**src/rtl/tagstr_pkg.sv**
```systemverilog
// Shared types and constants for the in-band tag block stripper.
`timescale 1ns / 1ps

package tagstr_pkg;

  localparam int unsigned HDR_LEN = 6;

  localparam logic [7:0] AT_CHAR    = 8'h40;
  localparam logic [7:0] QUOTE_CHAR = 8'h22;
  localparam logic [7:0] CLOSE_CHAR = 8'h5D;

  localparam logic [2:0] PROG_IN_BLOCK = 3'(HDR_LEN);

  // One burst of results caused by one input byte:
  // the first held_cnt header bytes, then optionally one extra byte.
  // A burst with no bytes at all is a bare end marker.
  typedef struct packed {
    logic [2:0] held_cnt;
    logic       has_extra;
    logic [7:0] extra;
    logic       last;
    logic       unterm;
  } burst_t;

  // Header text "@+VFX["
  function automatic logic [7:0] hdr_char(input logic [2:0] idx);
    logic [7:0] c;
    case (idx)
      3'd0:    c = 8'h40;
      3'd1:    c = 8'h2B;
      3'd2:    c = 8'h56;
      3'd3:    c = 8'h46;
      3'd4:    c = 8'h58;
      3'd5:    c = 8'h5B;
      default: c = 8'h00;
    endcase
    return c;
  endfunction

endpackage

```
**src/rtl/tagstr_parse.sv**
```systemverilog
// Header matcher and block tracker: turns each input byte into at most one result burst.
`timescale 1ns / 1ps

module tagstr_parse (
  input  logic                clk,
  input  logic                rst_n,
  input  logic                in_valid,
  output logic                in_ready,
  input  logic [7:0]          in_data_byte,
  input  logic                in_stream_end,
  output logic                burst_valid,
  input  logic                burst_ready,
  output tagstr_pkg::burst_t  burst
);
  import tagstr_pkg::*;

  logic [2:0] prog_r, prog_nxt;
  logic       quote_r, quote_nxt;
  burst_t     burst_r, burst_nxt;
  logic       burst_vld_r;
  logic       produce;
  logic       in_block;
  logic       accept;

  assign in_block = (prog_r >= PROG_IN_BLOCK);

  always_comb begin
    prog_nxt  = prog_r;
    quote_nxt = quote_r;
    burst_nxt = '0;
    burst_nxt.extra = in_data_byte;
    burst_nxt.last  = in_stream_end;
    if (in_block) begin
      if (in_data_byte == QUOTE_CHAR) begin
        quote_nxt = ~quote_r;
      end else if (in_data_byte == CLOSE_CHAR && !quote_r) begin
        prog_nxt  = '0;
        quote_nxt = 1'b0;
      end
    end else if (in_data_byte == hdr_char(prog_r)) begin
      prog_nxt = prog_r + 3'd1;
      if (prog_nxt == PROG_IN_BLOCK) begin
        quote_nxt = 1'b0;
      end
      // partial header at end of stream is plain data
      if (in_stream_end && prog_nxt < PROG_IN_BLOCK) begin
        burst_nxt.held_cnt = prog_nxt;
      end
    end else begin
      // mismatch: release held bytes; a stray '@' starts a new match
      burst_nxt.held_cnt  = prog_r;
      burst_nxt.has_extra = (in_data_byte != AT_CHAR) || in_stream_end;
      prog_nxt = (in_data_byte == AT_CHAR) ? 3'd1 : 3'd0;
    end
    if (in_stream_end) begin
      burst_nxt.unterm = (prog_nxt >= PROG_IN_BLOCK);
      prog_nxt  = '0;
      quote_nxt = 1'b0;
    end
  end

  assign produce  = in_stream_end || burst_nxt.has_extra || (burst_nxt.held_cnt != 3'd0);
  assign in_ready = !burst_vld_r || burst_ready;
  assign accept   = in_valid && in_ready;

  always_ff @(posedge clk) begin
    if (!rst_n) begin
      prog_r      <= '0;
      quote_r     <= 1'b0;
      burst_vld_r <= 1'b0;
    end else begin
      if (burst_vld_r && burst_ready) begin
        burst_vld_r <= 1'b0;
      end
      if (accept) begin
        prog_r  <= prog_nxt;
        quote_r <= quote_nxt;
        if (produce) begin
          burst_vld_r <= 1'b1;
        end
      end
    end
  end

  always_ff @(posedge clk) begin
    if (accept && produce) begin
      burst_r <= burst_nxt;
    end
  end

  assign burst_valid = burst_vld_r;
  assign burst       = burst_r;

endmodule

```
**src/rtl/tagstr_emit.sv**
```systemverilog
// Result sequencer: plays out one burst as a series of result requests.
`timescale 1ns / 1ps

module tagstr_emit (
  input  logic                clk,
  input  logic                rst_n,
  input  logic                burst_valid,
  output logic                burst_ready,
  input  tagstr_pkg::burst_t  burst,
  output logic                out_valid,
  input  logic                out_ready,
  output logic [7:0]          out_byte,
  output logic                out_has_byte,
  output logic                out_stream_done,
  output logic                out_unterminated
);
  import tagstr_pkg::*;

  burst_t     cur_r;
  logic       busy_r;
  logic [2:0] idx_r;
  logic [2:0] total;
  logic       marker;
  logic       is_last;

  assign total   = cur_r.held_cnt + {2'b00, cur_r.has_extra};
  assign marker  = (total == 3'd0);
  assign is_last = marker || ((idx_r + 3'd1) == total);

  assign burst_ready = !busy_r || (out_ready && is_last);

  always_ff @(posedge clk) begin
    if (!rst_n) begin
      busy_r <= 1'b0;
      idx_r  <= '0;
    end else if (burst_valid && burst_ready) begin
      busy_r <= 1'b1;
      idx_r  <= '0;
    end else if (busy_r && out_ready) begin
      if (is_last) begin
        busy_r <= 1'b0;
      end else begin
        idx_r <= idx_r + 3'd1;
      end
    end
  end

  always_ff @(posedge clk) begin
    if (burst_valid && burst_ready) begin
      cur_r <= burst;
    end
  end

  always_comb begin
    if (idx_r < cur_r.held_cnt) begin
      out_byte = hdr_char(idx_r);
    end else if (cur_r.has_extra) begin
      out_byte = cur_r.extra;
    end else begin
      out_byte = 8'h00;
    end
  end

  assign out_valid        = busy_r;
  assign out_has_byte     = !marker;
  assign out_stream_done  = cur_r.last && is_last;
  assign out_unterminated = cur_r.last && cur_r.unterm && is_last;

endmodule

```
**src/rtl/inband_tag_block_stripper.sv**
```systemverilog
// Top level of the in-band tag block stripper: removes "@+VFX[ ... ]" blocks from a byte stream.
// Takes one byte per cycle while each byte yields at most one result and out_ready is high; a byte
// that releases held header bytes produces up to 6 results, one per cycle while out_ready is high,
// so input pauses while the result sequencer plays out such a burst. A one-entry burst register sits
// between the matcher and the sequencer, so a new byte is taken while the current result waits on
// out_ready. Bytes of a partially matched header are held until the match completes or fails. At
// stream end the last result carries stream_done, plus unterminated if a block was still open; with
// nothing to emit a bare end marker (has_byte low) is returned.
`timescale 1ns / 1ps

module inband_tag_block_stripper (
  input  logic       clk,
  input  logic       rst_n,
  input  logic       in_valid,
  output logic       in_ready,
  input  logic [7:0] in_data_byte,
  input  logic       in_stream_end,
  output logic       out_valid,
  input  logic       out_ready,
  output logic [7:0] out_byte,
  output logic       out_has_byte,
  output logic       out_stream_done,
  output logic       out_unterminated
);
  import tagstr_pkg::*;

  burst_t burst;
  logic   burst_valid;
  logic   burst_ready;

  tagstr_parse u_parse (
    .clk           (clk),
    .rst_n         (rst_n),
    .in_valid      (in_valid),
    .in_ready      (in_ready),
    .in_data_byte  (in_data_byte),
    .in_stream_end (in_stream_end),
    .burst_valid   (burst_valid),
    .burst_ready   (burst_ready),
    .burst         (burst)
  );

  tagstr_emit u_emit (
    .clk              (clk),
    .rst_n            (rst_n),
    .burst_valid      (burst_valid),
    .burst_ready      (burst_ready),
    .burst            (burst),
    .out_valid        (out_valid),
    .out_ready        (out_ready),
    .out_byte         (out_byte),
    .out_has_byte     (out_has_byte),
    .out_stream_done  (out_stream_done),
    .out_unterminated (out_unterminated)
  );

endmodule

```
**config.mk**
```make
export PLATFORM = sky130hd
export DESIGN_NAME = inband_tag_block_stripper
export DESIGN_NICKNAME = d
export VERILOG_FILES = /design/src/rtl/tagstr_pkg.sv /design/src/rtl/tagstr_parse.sv /design/src/rtl/tagstr_emit.sv /design/src/rtl/inband_tag_block_stripper.sv
export SDC_FILE = /design/constraint.sdc
export NUM_CORES = 1
export LEC_CHECK = 0
export ABC_AREA = 1
export BUFFER_PORTS_ARGS = -buffer_cell sky130_fd_sc_hd__clkbuf_2
export CAP_MARGIN = 0
export CORE_MARGIN = 10
export CORE_UTILIZATION = 25
export CTS_CLUSTER_DIAMETER = 50
export DETAILED_ROUTE_END_ITERATION = 16
export SYNTH_ARGS = -nofsm -noshare
export SYNTH_HDL_FRONTEND = slang
export SYNTH_SLANG_ARGS = --single-unit
```
**constraint.sdc**
```tcl
create_clock -name clk -period 4.5 [get_ports clk]
set_input_delay 0.9 -clock clk [delete_from_list [all_inputs] [get_ports clk]]
set_output_delay 0.9 -clock clk [all_outputs]
set_load 0.02 [all_outputs]
```
== Word level (Yosys, flattened, before mapping) ==
Cells that the tools add are included.
Operators by class
  $add $sub $neg: 3
  $lt $le $gt $ge: 4
  equal/unequal tests: 18
  multiplexer cells: 27
  bitwise logic cells: 3
  reductions and logical operators: 32
Operators by type and width (number)
  $pmux 7 s6: 2
  $mux 8: 3
  $mux 3: 7
  $eq 8x7->1 const B: 2
  $eq 3x3->1 const B: 5
  $mux 1: 14
  $eq 3x2->1 const B: 4
  $logic_and 1x1->1: 10
  $logic_not 3->1: 3
  $reduce_bool 3->1: 3
  $eq 8x6->1 const B: 1
  $eq 8x8->1: 1
  $ne 8x7->1 const B: 1
  $add 3x1->3 const B: 2
  $eq 3x1->1 const B: 2
  $ge 3x3->1 const B: 2
  $logic_or 1x1->1: 6
  $logic_not 1->1: 4
  $mux 4: 1
  $ne 4x4->1 const B: 1
  $reduce_and 2->1: 2
  $reduce_and 4->1: 1
  $reduce_bool 2->1: 2
  $add 3x1->3: 1
  other kinds (5): 7
Storage, ports and cells
  register bits: 37
  bits of input ports: 13
  output and inout port bits: 13

== Longest topological paths before layout ==
Gate-level depths: netlist of the first run.
  depth in word-level cells: 10
  depth in mapped cells: 16
  gate-level depth less buffers: 15

== Modules after synthesis ==
A second synthesis of the first run with hierarchy kept.
Second synthesis, totals
  cells, all modules: 281
  area total of the unflattened synthesis: 2313.5 um^2
By module, submodules not included
  tagstr_parse: times used 1, cells each 158, area each 1218.7 um^2, sequential area each 520.5 um^2
  tagstr_emit: times used 1, cells each 123, area each 1094.8 um^2, sequential area each 500.5 um^2

== Least setup slack after synthesis of the first run ==
OpenSTA, ideal clock, no wires.
  path kind: register -> output
  start: register u_emit.cur_r[13] (netlist name)
  end: output out_byte[5]
  data arrival time: 1.654 ns
  required time: 3.600 ns
  slack: 1.946 ns
  stages on the path, launching flop included: 7
  buffers on the path: 1
  cell sequence: edfxtp_1 inv_1 ha_1 a21oi_1 nand2_1 clkbuf_1 o31ai_1
On the way
  cells in the longest elaborated chain, start to end: 2
Ends and longest elaborated chain
  start: declaration: line tagstr_emit.sv:19  | burst_t cur_r;
  start signal: assignment: line tagstr_emit.sv:50  | cur_r <= burst;
  $lt 3x3->1: line tagstr_emit.sv:55  | if (idx_r < cur_r.held_cnt) begin
  $mux 8: line tagstr_emit.sv:55
  end: declaration: line inband_tag_block_stripper.sv:20  | output logic [7:0] out_byte,
No other way between the ends.

== Worst setup path in the final report of the first run ==
  start: register u_emit.cur_r[10] (netlist name)
  end: output in_ready
On the way
  cells in the longest elaborated chain, start to end: 6
Ends and longest elaborated chain
  $add 3x1->3 (*): line tagstr_emit.sv:26  | assign total = cur_r.held_cnt + {2'b00, cur_r.has_extra};
  $eq 3x3->1 or $logic_not 3->1 (tied branches): line tagstr_emit.sv:28, tagstr_emit.sv:27
  $logic_or 1x1->1 (*): line tagstr_emit.sv:28  | assign is_last = marker || ((idx_r + 3'd1) == total);
  $logic_and 1x1->1 (*): line tagstr_emit.sv:30  | assign burst_ready = !busy_r || (out_ready && is_last);
  $logic_or 1x1->1 (*): line tagstr_emit.sv:30
  $logic_or 1x1->1 (*): line tagstr_parse.sv:63  | assign in_ready = !burst_vld_r || burst_ready;
  end: declaration: line inband_tag_block_stripper.sv:15  | output logic in_ready,
Every way passes the cells marked *; elsewhere a longest branch is shown, timed or not.

==> results of run 1 <==
-- power groups by stage --
stage          Combinational, mW  Sequential [mW]  Clock (mW)
3_5_place_dp              0.0740            0.398           0
3_3_place_gp              0.0727            0.398           0
5_1_grt                   0.0840            0.392       0.237
6_report                  0.0733            0.391       0.205
2_1_floorplan             0.0488            0.397           0
4_1_cts                   0.0742            0.391       0.217
-- cells by family (layout without fill, tap and decap cells) --
kind of cell               after synthesis  count (layout)  synth area share
AOI/OAI and AO/OA                       28              28            0.0802
buffers and inverters                   44              73            0.0841
DFF                                     37              37             0.464
and+or+nand+nor                        131             131             0.271
adders and majority gates               15              15            0.0853
xor gates and xnor gates                 4               4            0.0159
-- routing by layer --
| layer | wire length, µm | vias up | track usage |
|---|---|---|---|
| li1 | - | 909 | - |
| met1 | 1740 | 782 | 0.0752 |
| met2 | 2310 | 29 | 0.126 |
| met3 | 247 | 8 | 0.0273 |
| met4 | 62 | 0 | 0.0259 |
| met5 | 0 | - | 0 |
-- critical path, stage by stage, from the launching register on --
cell and delay (ns):
edfxtp_1 0.50, ha_1 0.25, ha_1 0.21, xnor2_1 0.22, nand2_1 0.08, nand3_1 0.08, nand2_1 0.08, a21boi_2 0.20
nand2_2 0.10, clkbuf_2 0.17
-- through the flow --
stage	cells	setup slack (ns)	utilization	hold slack, ns
after floorplan	259	1.95	-	0.400
after global placement	388	1.76	0.282	0.404
after detailed placement	388	1.73	0.282	0.405
after CTS	396	1.41	0.291	0.417
after global routing	396	1.22	0.291	0.434
final	396	1.45	0.291	0.418
-- path summary, 6_finish.rpt --
kind,startpoint,end,slack [ns]
max,u_emit.cur_r[10],in_ready,1.45
min reg2reg,u_parse.burst[3],u_emit.cur_r[3],0.42
max reg2reg,u_emit.cur_r[10],u_emit.cur_r[4],1.86
min,u_parse.burst[3],u_emit.cur_r[3],0.42
-- cell type report --
type                    count  share of cell area
inverters                  40              0.0627
well taps                 108              0.0538
flip-flops and latches     37               0.406
multi-input cells         178               0.396
clock buffers               8              0.0319
repair buffers             25              0.0498
-- Yosys cell counts (2+ instances only) --
| library cell | n |
|---|---|
| a21oi_1 | 11 |
| dfxtp_1 | 9 |
| edfxtp_1 | 28 |
| ha_1 | 15 |
| inv_1 | 36 |
| inv_2 | 3 |
| nand2_1 | 67 |
| nand2_2 | 6 |
| nand2_4 | 2 |
| nand3_1 | 27 |
| nand4_1 | 6 |
| nor2_1 | 15 |
| nor2_4 | 2 |
| nor3_1 | 4 |
| o21ai_0 | 9 |
| o21ai_1 | 2 |
| o31ai_2 | 2 |
| xnor2_1 | 2 |
| xor2_1 | 2 |
-- registers in the layout, summed over array words and instances, names as in the netlist --
register,flops
u_emit.out_valid,1
u_emit.idx_r,3
u_parse.burst_valid,1
u_parse.prog_r,3
u_emit.cur_r,14
u_parse.quote_r,1
u_parse.burst,14
==> results.sh, run 1 <==
export IMPL_status="finished, final reports clean"
export IMPL_start_util=0.255
export IMPL_fin_crit_sh=0.679
export IMPL_ir_drop_mv=0.0876
export IMPL_grt_antenna_before_repair=0
export IMPL_multi_input_area_um2=995
export IMPL_numPortBuffers=25
export IMPL_reg2regPathDepth=8
export IMPL_clockPowerShare=0.307
export IMPL_critical_path_peak_fanout=9
export IMPL_switching_power_mw=0.152
export IMPL_ys_warnings_count=0
export IMPL_cts_root_buf="clkbuf_8"
export IMPL_post_cts_resized=0
export IMPL_p_leak_nw=1.11
export IMPL_synth_area_per_cell_um2=8.50
export IMPL_tns_ns=0
export IMPL_p_per_area_nw_per_um2=266
export IMPL_cp_arrival_ns=2.15
export IMPL_drive_gt1_frac=0.170
export IMPL_core_region_area_um2=8640
export IMPL_synth_top_area_share=0.382
export IMPL_first_global_vias=1722
export IMPL_path_class="reg -> out"
export IMPL_firstDrtPassIters=4
export IMPL_dpl_hpwl_um=3640
export IMPL_maxSlewViolCount=0
export IMPL_finalSetupViolCount=0
export IMPL_htree_levels=2
export IMPL_finalClockSkew_ns=0.00453
export IMPL_rows=34
export IMPL_min_path_type="reg -> reg"
export IMPL_clk_latency_ns=0.28
export IMPL_post_route_min_period_ns=3.05
export IMPL_ys_seq_area_frac=0.464
export IMPL_tritoncts="built"
export IMPL_path_clk_slew_ns=0.06
export IMPL_synth_edf_count=28
export IMPL_required_ns=3.60
export IMPL_final_nets=315
export IMPL_die_h_um=114
export IMPL_switching_share=0.227
export IMPL_holdBufCountCts=0
export IMPL_design_area_um2=2510
export IMPL_n_antenna_cell=0
export IMPL_endpoint_kind="output pin"
export IMPL_seqPwrFrac=0.584
export IMPL_ios=26
export IMPL_synth_area_leaders="edfxtp_1 38%, nand2_1 11%, ha_1 8.5%, dfxtp_1 8.2%, inv_1 6.1%"
export IMPL_areaGrowthSynthToFinish_pct=14.2
export IMPL_fillers=923
export IMPL_place_congestion=0.805
export IMPL_cts_buffers=5
export IMPL_rsz0062_at_grt="no"
export IMPL_grt_pass1_wl_um=7620
export IMPL_final_common_cell="nand2_1"
export IMPL_netlist_instances=259
export IMPL_regArea_um2=1020
export IMPL_async_flop_share=0
export IMPL_grt_max_degree=15
export IMPL_die_area_um2=13000
export IMPL_ys_seq_elements=37
export IMPL_synth_largest_area_cell="edfxtp_1"
export IMPL_intPower_mw=0.518
export IMPL_tightest_slew_ns=0.967
export IMPL_layout_common_cells="67 x nand2_1, 36 x inv_1, 28 x edfxtp_1, 27 x nand3_1, 25 x clkbuf_2"
export IMPL_finalHoldViolCount=0
export IMPL_clkSinkCount=37
export IMPL_fmax_mhz=327
export IMPL_drtIter0Drc=140
export IMPL_wire_per_inst_um=11.0
export IMPL_cp_start_kind="flop"
export IMPL_power_frac_comb=0.110
export IMPL_max_slew_margin_rel=0.353
export IMPL_num_vias=1728
export IMPL_grt_usage=0.0712
export IMPL_drc=0
export IMPL_antenna_left=0
export IMPL_avgViaCountPerCell=4.36
export IMPL_power_total_mw=0.669
export IMPL_die_x_um=114
export IMPL_synthDistinctLibCells=30
export IMPL_cts_setup_buffers=0
export IMPL_ys_flop_type="edfxtp_1"
export IMPL_drt_wl_total_um=4360
export IMPL_cap_viol_max_count=0
export IMPL_synth_nets=287
export IMPL_syn_area_um2=2200
export IMPL_min_path_cells=0
export IMPL_grt_overflow=0
export IMPL_clock_path_buffers=2
export IMPL_post_dp_cell_area_um2=2430
Power figures use the tool's default switching activity.
==> inputs of run 2 (changes only) <==
==> constraint.sdc (replaced) <==
create_clock -name clk -period 2.9 [get_ports clk]
set_input_delay 0.58 -clock clk [delete_from_list [all_inputs] [get_ports clk]]
set_output_delay 0.58 -clock clk [all_outputs]
set_load 0.02 [all_outputs]
==> results.sh, run 2 (synthesized netlist as in run 1, its figures left out) <==
export IMPL_tritoncts="built"
export IMPL_tightest_slew_ns=0.480
export IMPL_path_class="reg -> out"
export IMPL_post_route_min_period_ns=2.62
export IMPL_rows=34
export IMPL_clock_path_buffers=2
export IMPL_wl_met3_um=281
export IMPL_wire_per_inst_um=11.4
export IMPL_layout_common_cells="67 x nand2_1, 36 x inv_1, 28 x edfxtp_1, 27 x nand3_1, 25 x clkbuf_2"
export IMPL_ir_drop_mv=0.162
export IMPL_drt_wl_total_um=4570
export IMPL_endpoint_kind="output pin"
export IMPL_wl_met1_um=1920
export IMPL_required_ns=2.32
export IMPL_areaGrowthSynthToFinish_pct=17.3
export IMPL_switching_share=0.232
export IMPL_post_cts_resized=0
export IMPL_fmax_mhz=381
export IMPL_ios=26
export IMPL_cp_arrival_ns=2.04
export IMPL_avgViaCountPerCell=4.44
export IMPL_clockPowerShare=0.375
export IMPL_start_util=0.255
export IMPL_finalHoldViolCount=0
export IMPL_final_nets=320
export IMPL_cts_setup_buffers=0
export IMPL_reg2regPathDepth=13
export IMPL_cp_start_kind="flop"
export IMPL_highest_layer="met4"
export IMPL_power_frac_comb=0.101
export IMPL_cap_viol_max_count=0
export IMPL_htree_levels=2
export IMPL_dpl_hpwl_um=3750
export IMPL_finalSetupViolCount=0
export IMPL_grt_pass1_wl_um=7980
export IMPL_route_met2_wl_um=2310
export IMPL_clkSinkCount=37
export IMPL_core_region_area_um2=8640
export IMPL_p_per_area_nw_per_um2=447
export IMPL_die_x_um=114
export IMPL_final_common_cell="nand2_1"
export IMPL_switching_power_mw=0.267
export IMPL_intPower_mw=0.887
export IMPL_holdBufCountCts=0
export IMPL_max_slew_margin_rel=0.680
export IMPL_die_area_um2=13000
export IMPL_n_antenna_cell=0
export IMPL_seqPwrFrac=0.524
export IMPL_status="finished, final reports clean"
export IMPL_cts_root_buf="clkbuf_8"
export IMPL_rsz0062_at_grt="no"
export IMPL_drive_gt1_frac=0.191
export IMPL_finish_utilization=0.299
export IMPL_critical_path_peak_fanout=6
export IMPL_maxSlewViolCount=0
export IMPL_cts_buffers=5
export IMPL_reg2reg_from="u_parse.prog_r[0]"
export IMPL_grt_max_degree=15
export IMPL_p_leak_nw=1.15
export IMPL_tns_ns=0
export IMPL_startpoint="u_emit.idx_r[0]"
export IMPL_finalClockSkew_ns=0.0124
export IMPL_grt_overflow=0
export IMPL_die_h_um=114
export IMPL_first_global_vias=1756
export IMPL_min_path_type="reg -> reg"
export IMPL_drtIter0Drc=229
export IMPL_clk_latency_ns=0.28
export IMPL_hp_start="u_parse.burst[2]"
export IMPL_path_clk_slew_ns=0.07
export IMPL_numPortBuffers=25
export IMPL_grt_antenna_before_repair=0
export IMPL_min_path_cells=0
export IMPL_fin_crit_sh=0.905
export IMPL_fillers=900
export IMPL_num_vias=1780
export IMPL_drc=0
export IMPL_place_congestion=0.788
export IMPL_firstDrtPassIters=4
export IMPL_grt_usage=0.0739
export IMPL_antenna_left=0
[run 2: changes by cell type in the layout (fill, tap and decap cells not counted)]
cell        previous run  this run
buf_4                  0         5
clkinv_1               0         1
clkbuf_1               3         0
bufinv_16              0         1
clkinvlp_4             0         1
[run 2: path summary, 6_finish.rpt]
| check | endpoint | slack [ns] |
|---|---|---|
| max | in_ready | 0.28 |
| min | u_emit.cur_r[2] | 0.41 |
| max reg2reg | u_parse.burst[2] | 0.34 |
| min reg2reg | u_emit.cur_r[2] | 0.41 |
[run 2: area by class of cell]
class	count	area, µm²	area share
inverters	40	158	0.0611
repair buffers	30	163	0.0630
multi-input cells	178	995	0.385
clock buffers	5	68.8	0.0267
flip-flops and latches	37	1020	0.396
well taps	108	135	0.0524
clock inverters	3	41.3	0.0160
[run 2: power by group through the flow]
stage | combinational, mW | sequential [mW] | clock [mW]
floorplan | 0.0758 | 0.616 | 0
detailed placement | 0.118 | 0.617 | 0
CTS | 0.118 | 0.605 | 0.447
global route | 0.132 | 0.608 | 0.471
finish | 0.116 | 0.605 | 0.433
global placement | 0.116 | 0.616 | 0
[run 2: through the flow]
stage / cells / cell area [µm²] / setup slack, ns / hold slack (ns) / total power [mW]
after global placement: 393 / 2470 / 0.338 / 0.402 / 0.732
after CTS: 401 / 2580 / 0.213 / 0.414 / 1.17
after floorplan: 259 / 2200 / 0.523 / 0.400 / 0.691
after detailed placement: 393 / 2470 / 0.299 / 0.405 / 0.736
final: 401 / 2580 / 0.276 / 0.410 / 1.15
after global routing: 401 / 2580 / 0.0354 / 0.422 / 1.21
[run 2: worst max-delay path, cell delays in order, from the launching register on]
cell	delay (ns)
dfxtp_1	0.45
inv_1	0.14
ha_1	0.35
xor2_1	0.15
nor2_1	0.05
nand3_1	0.06
nand2_1	0.08
a21boi_2	0.21
nand2_2	0.10
clkbuf_2	0.17
[run 2: metal layers]
metal	global-route usage	vias up
met5	0	-
li1	-	921
met1	0.0819	796
met4	0.0267	0
met2	0.130	55
met3	0.0226	8
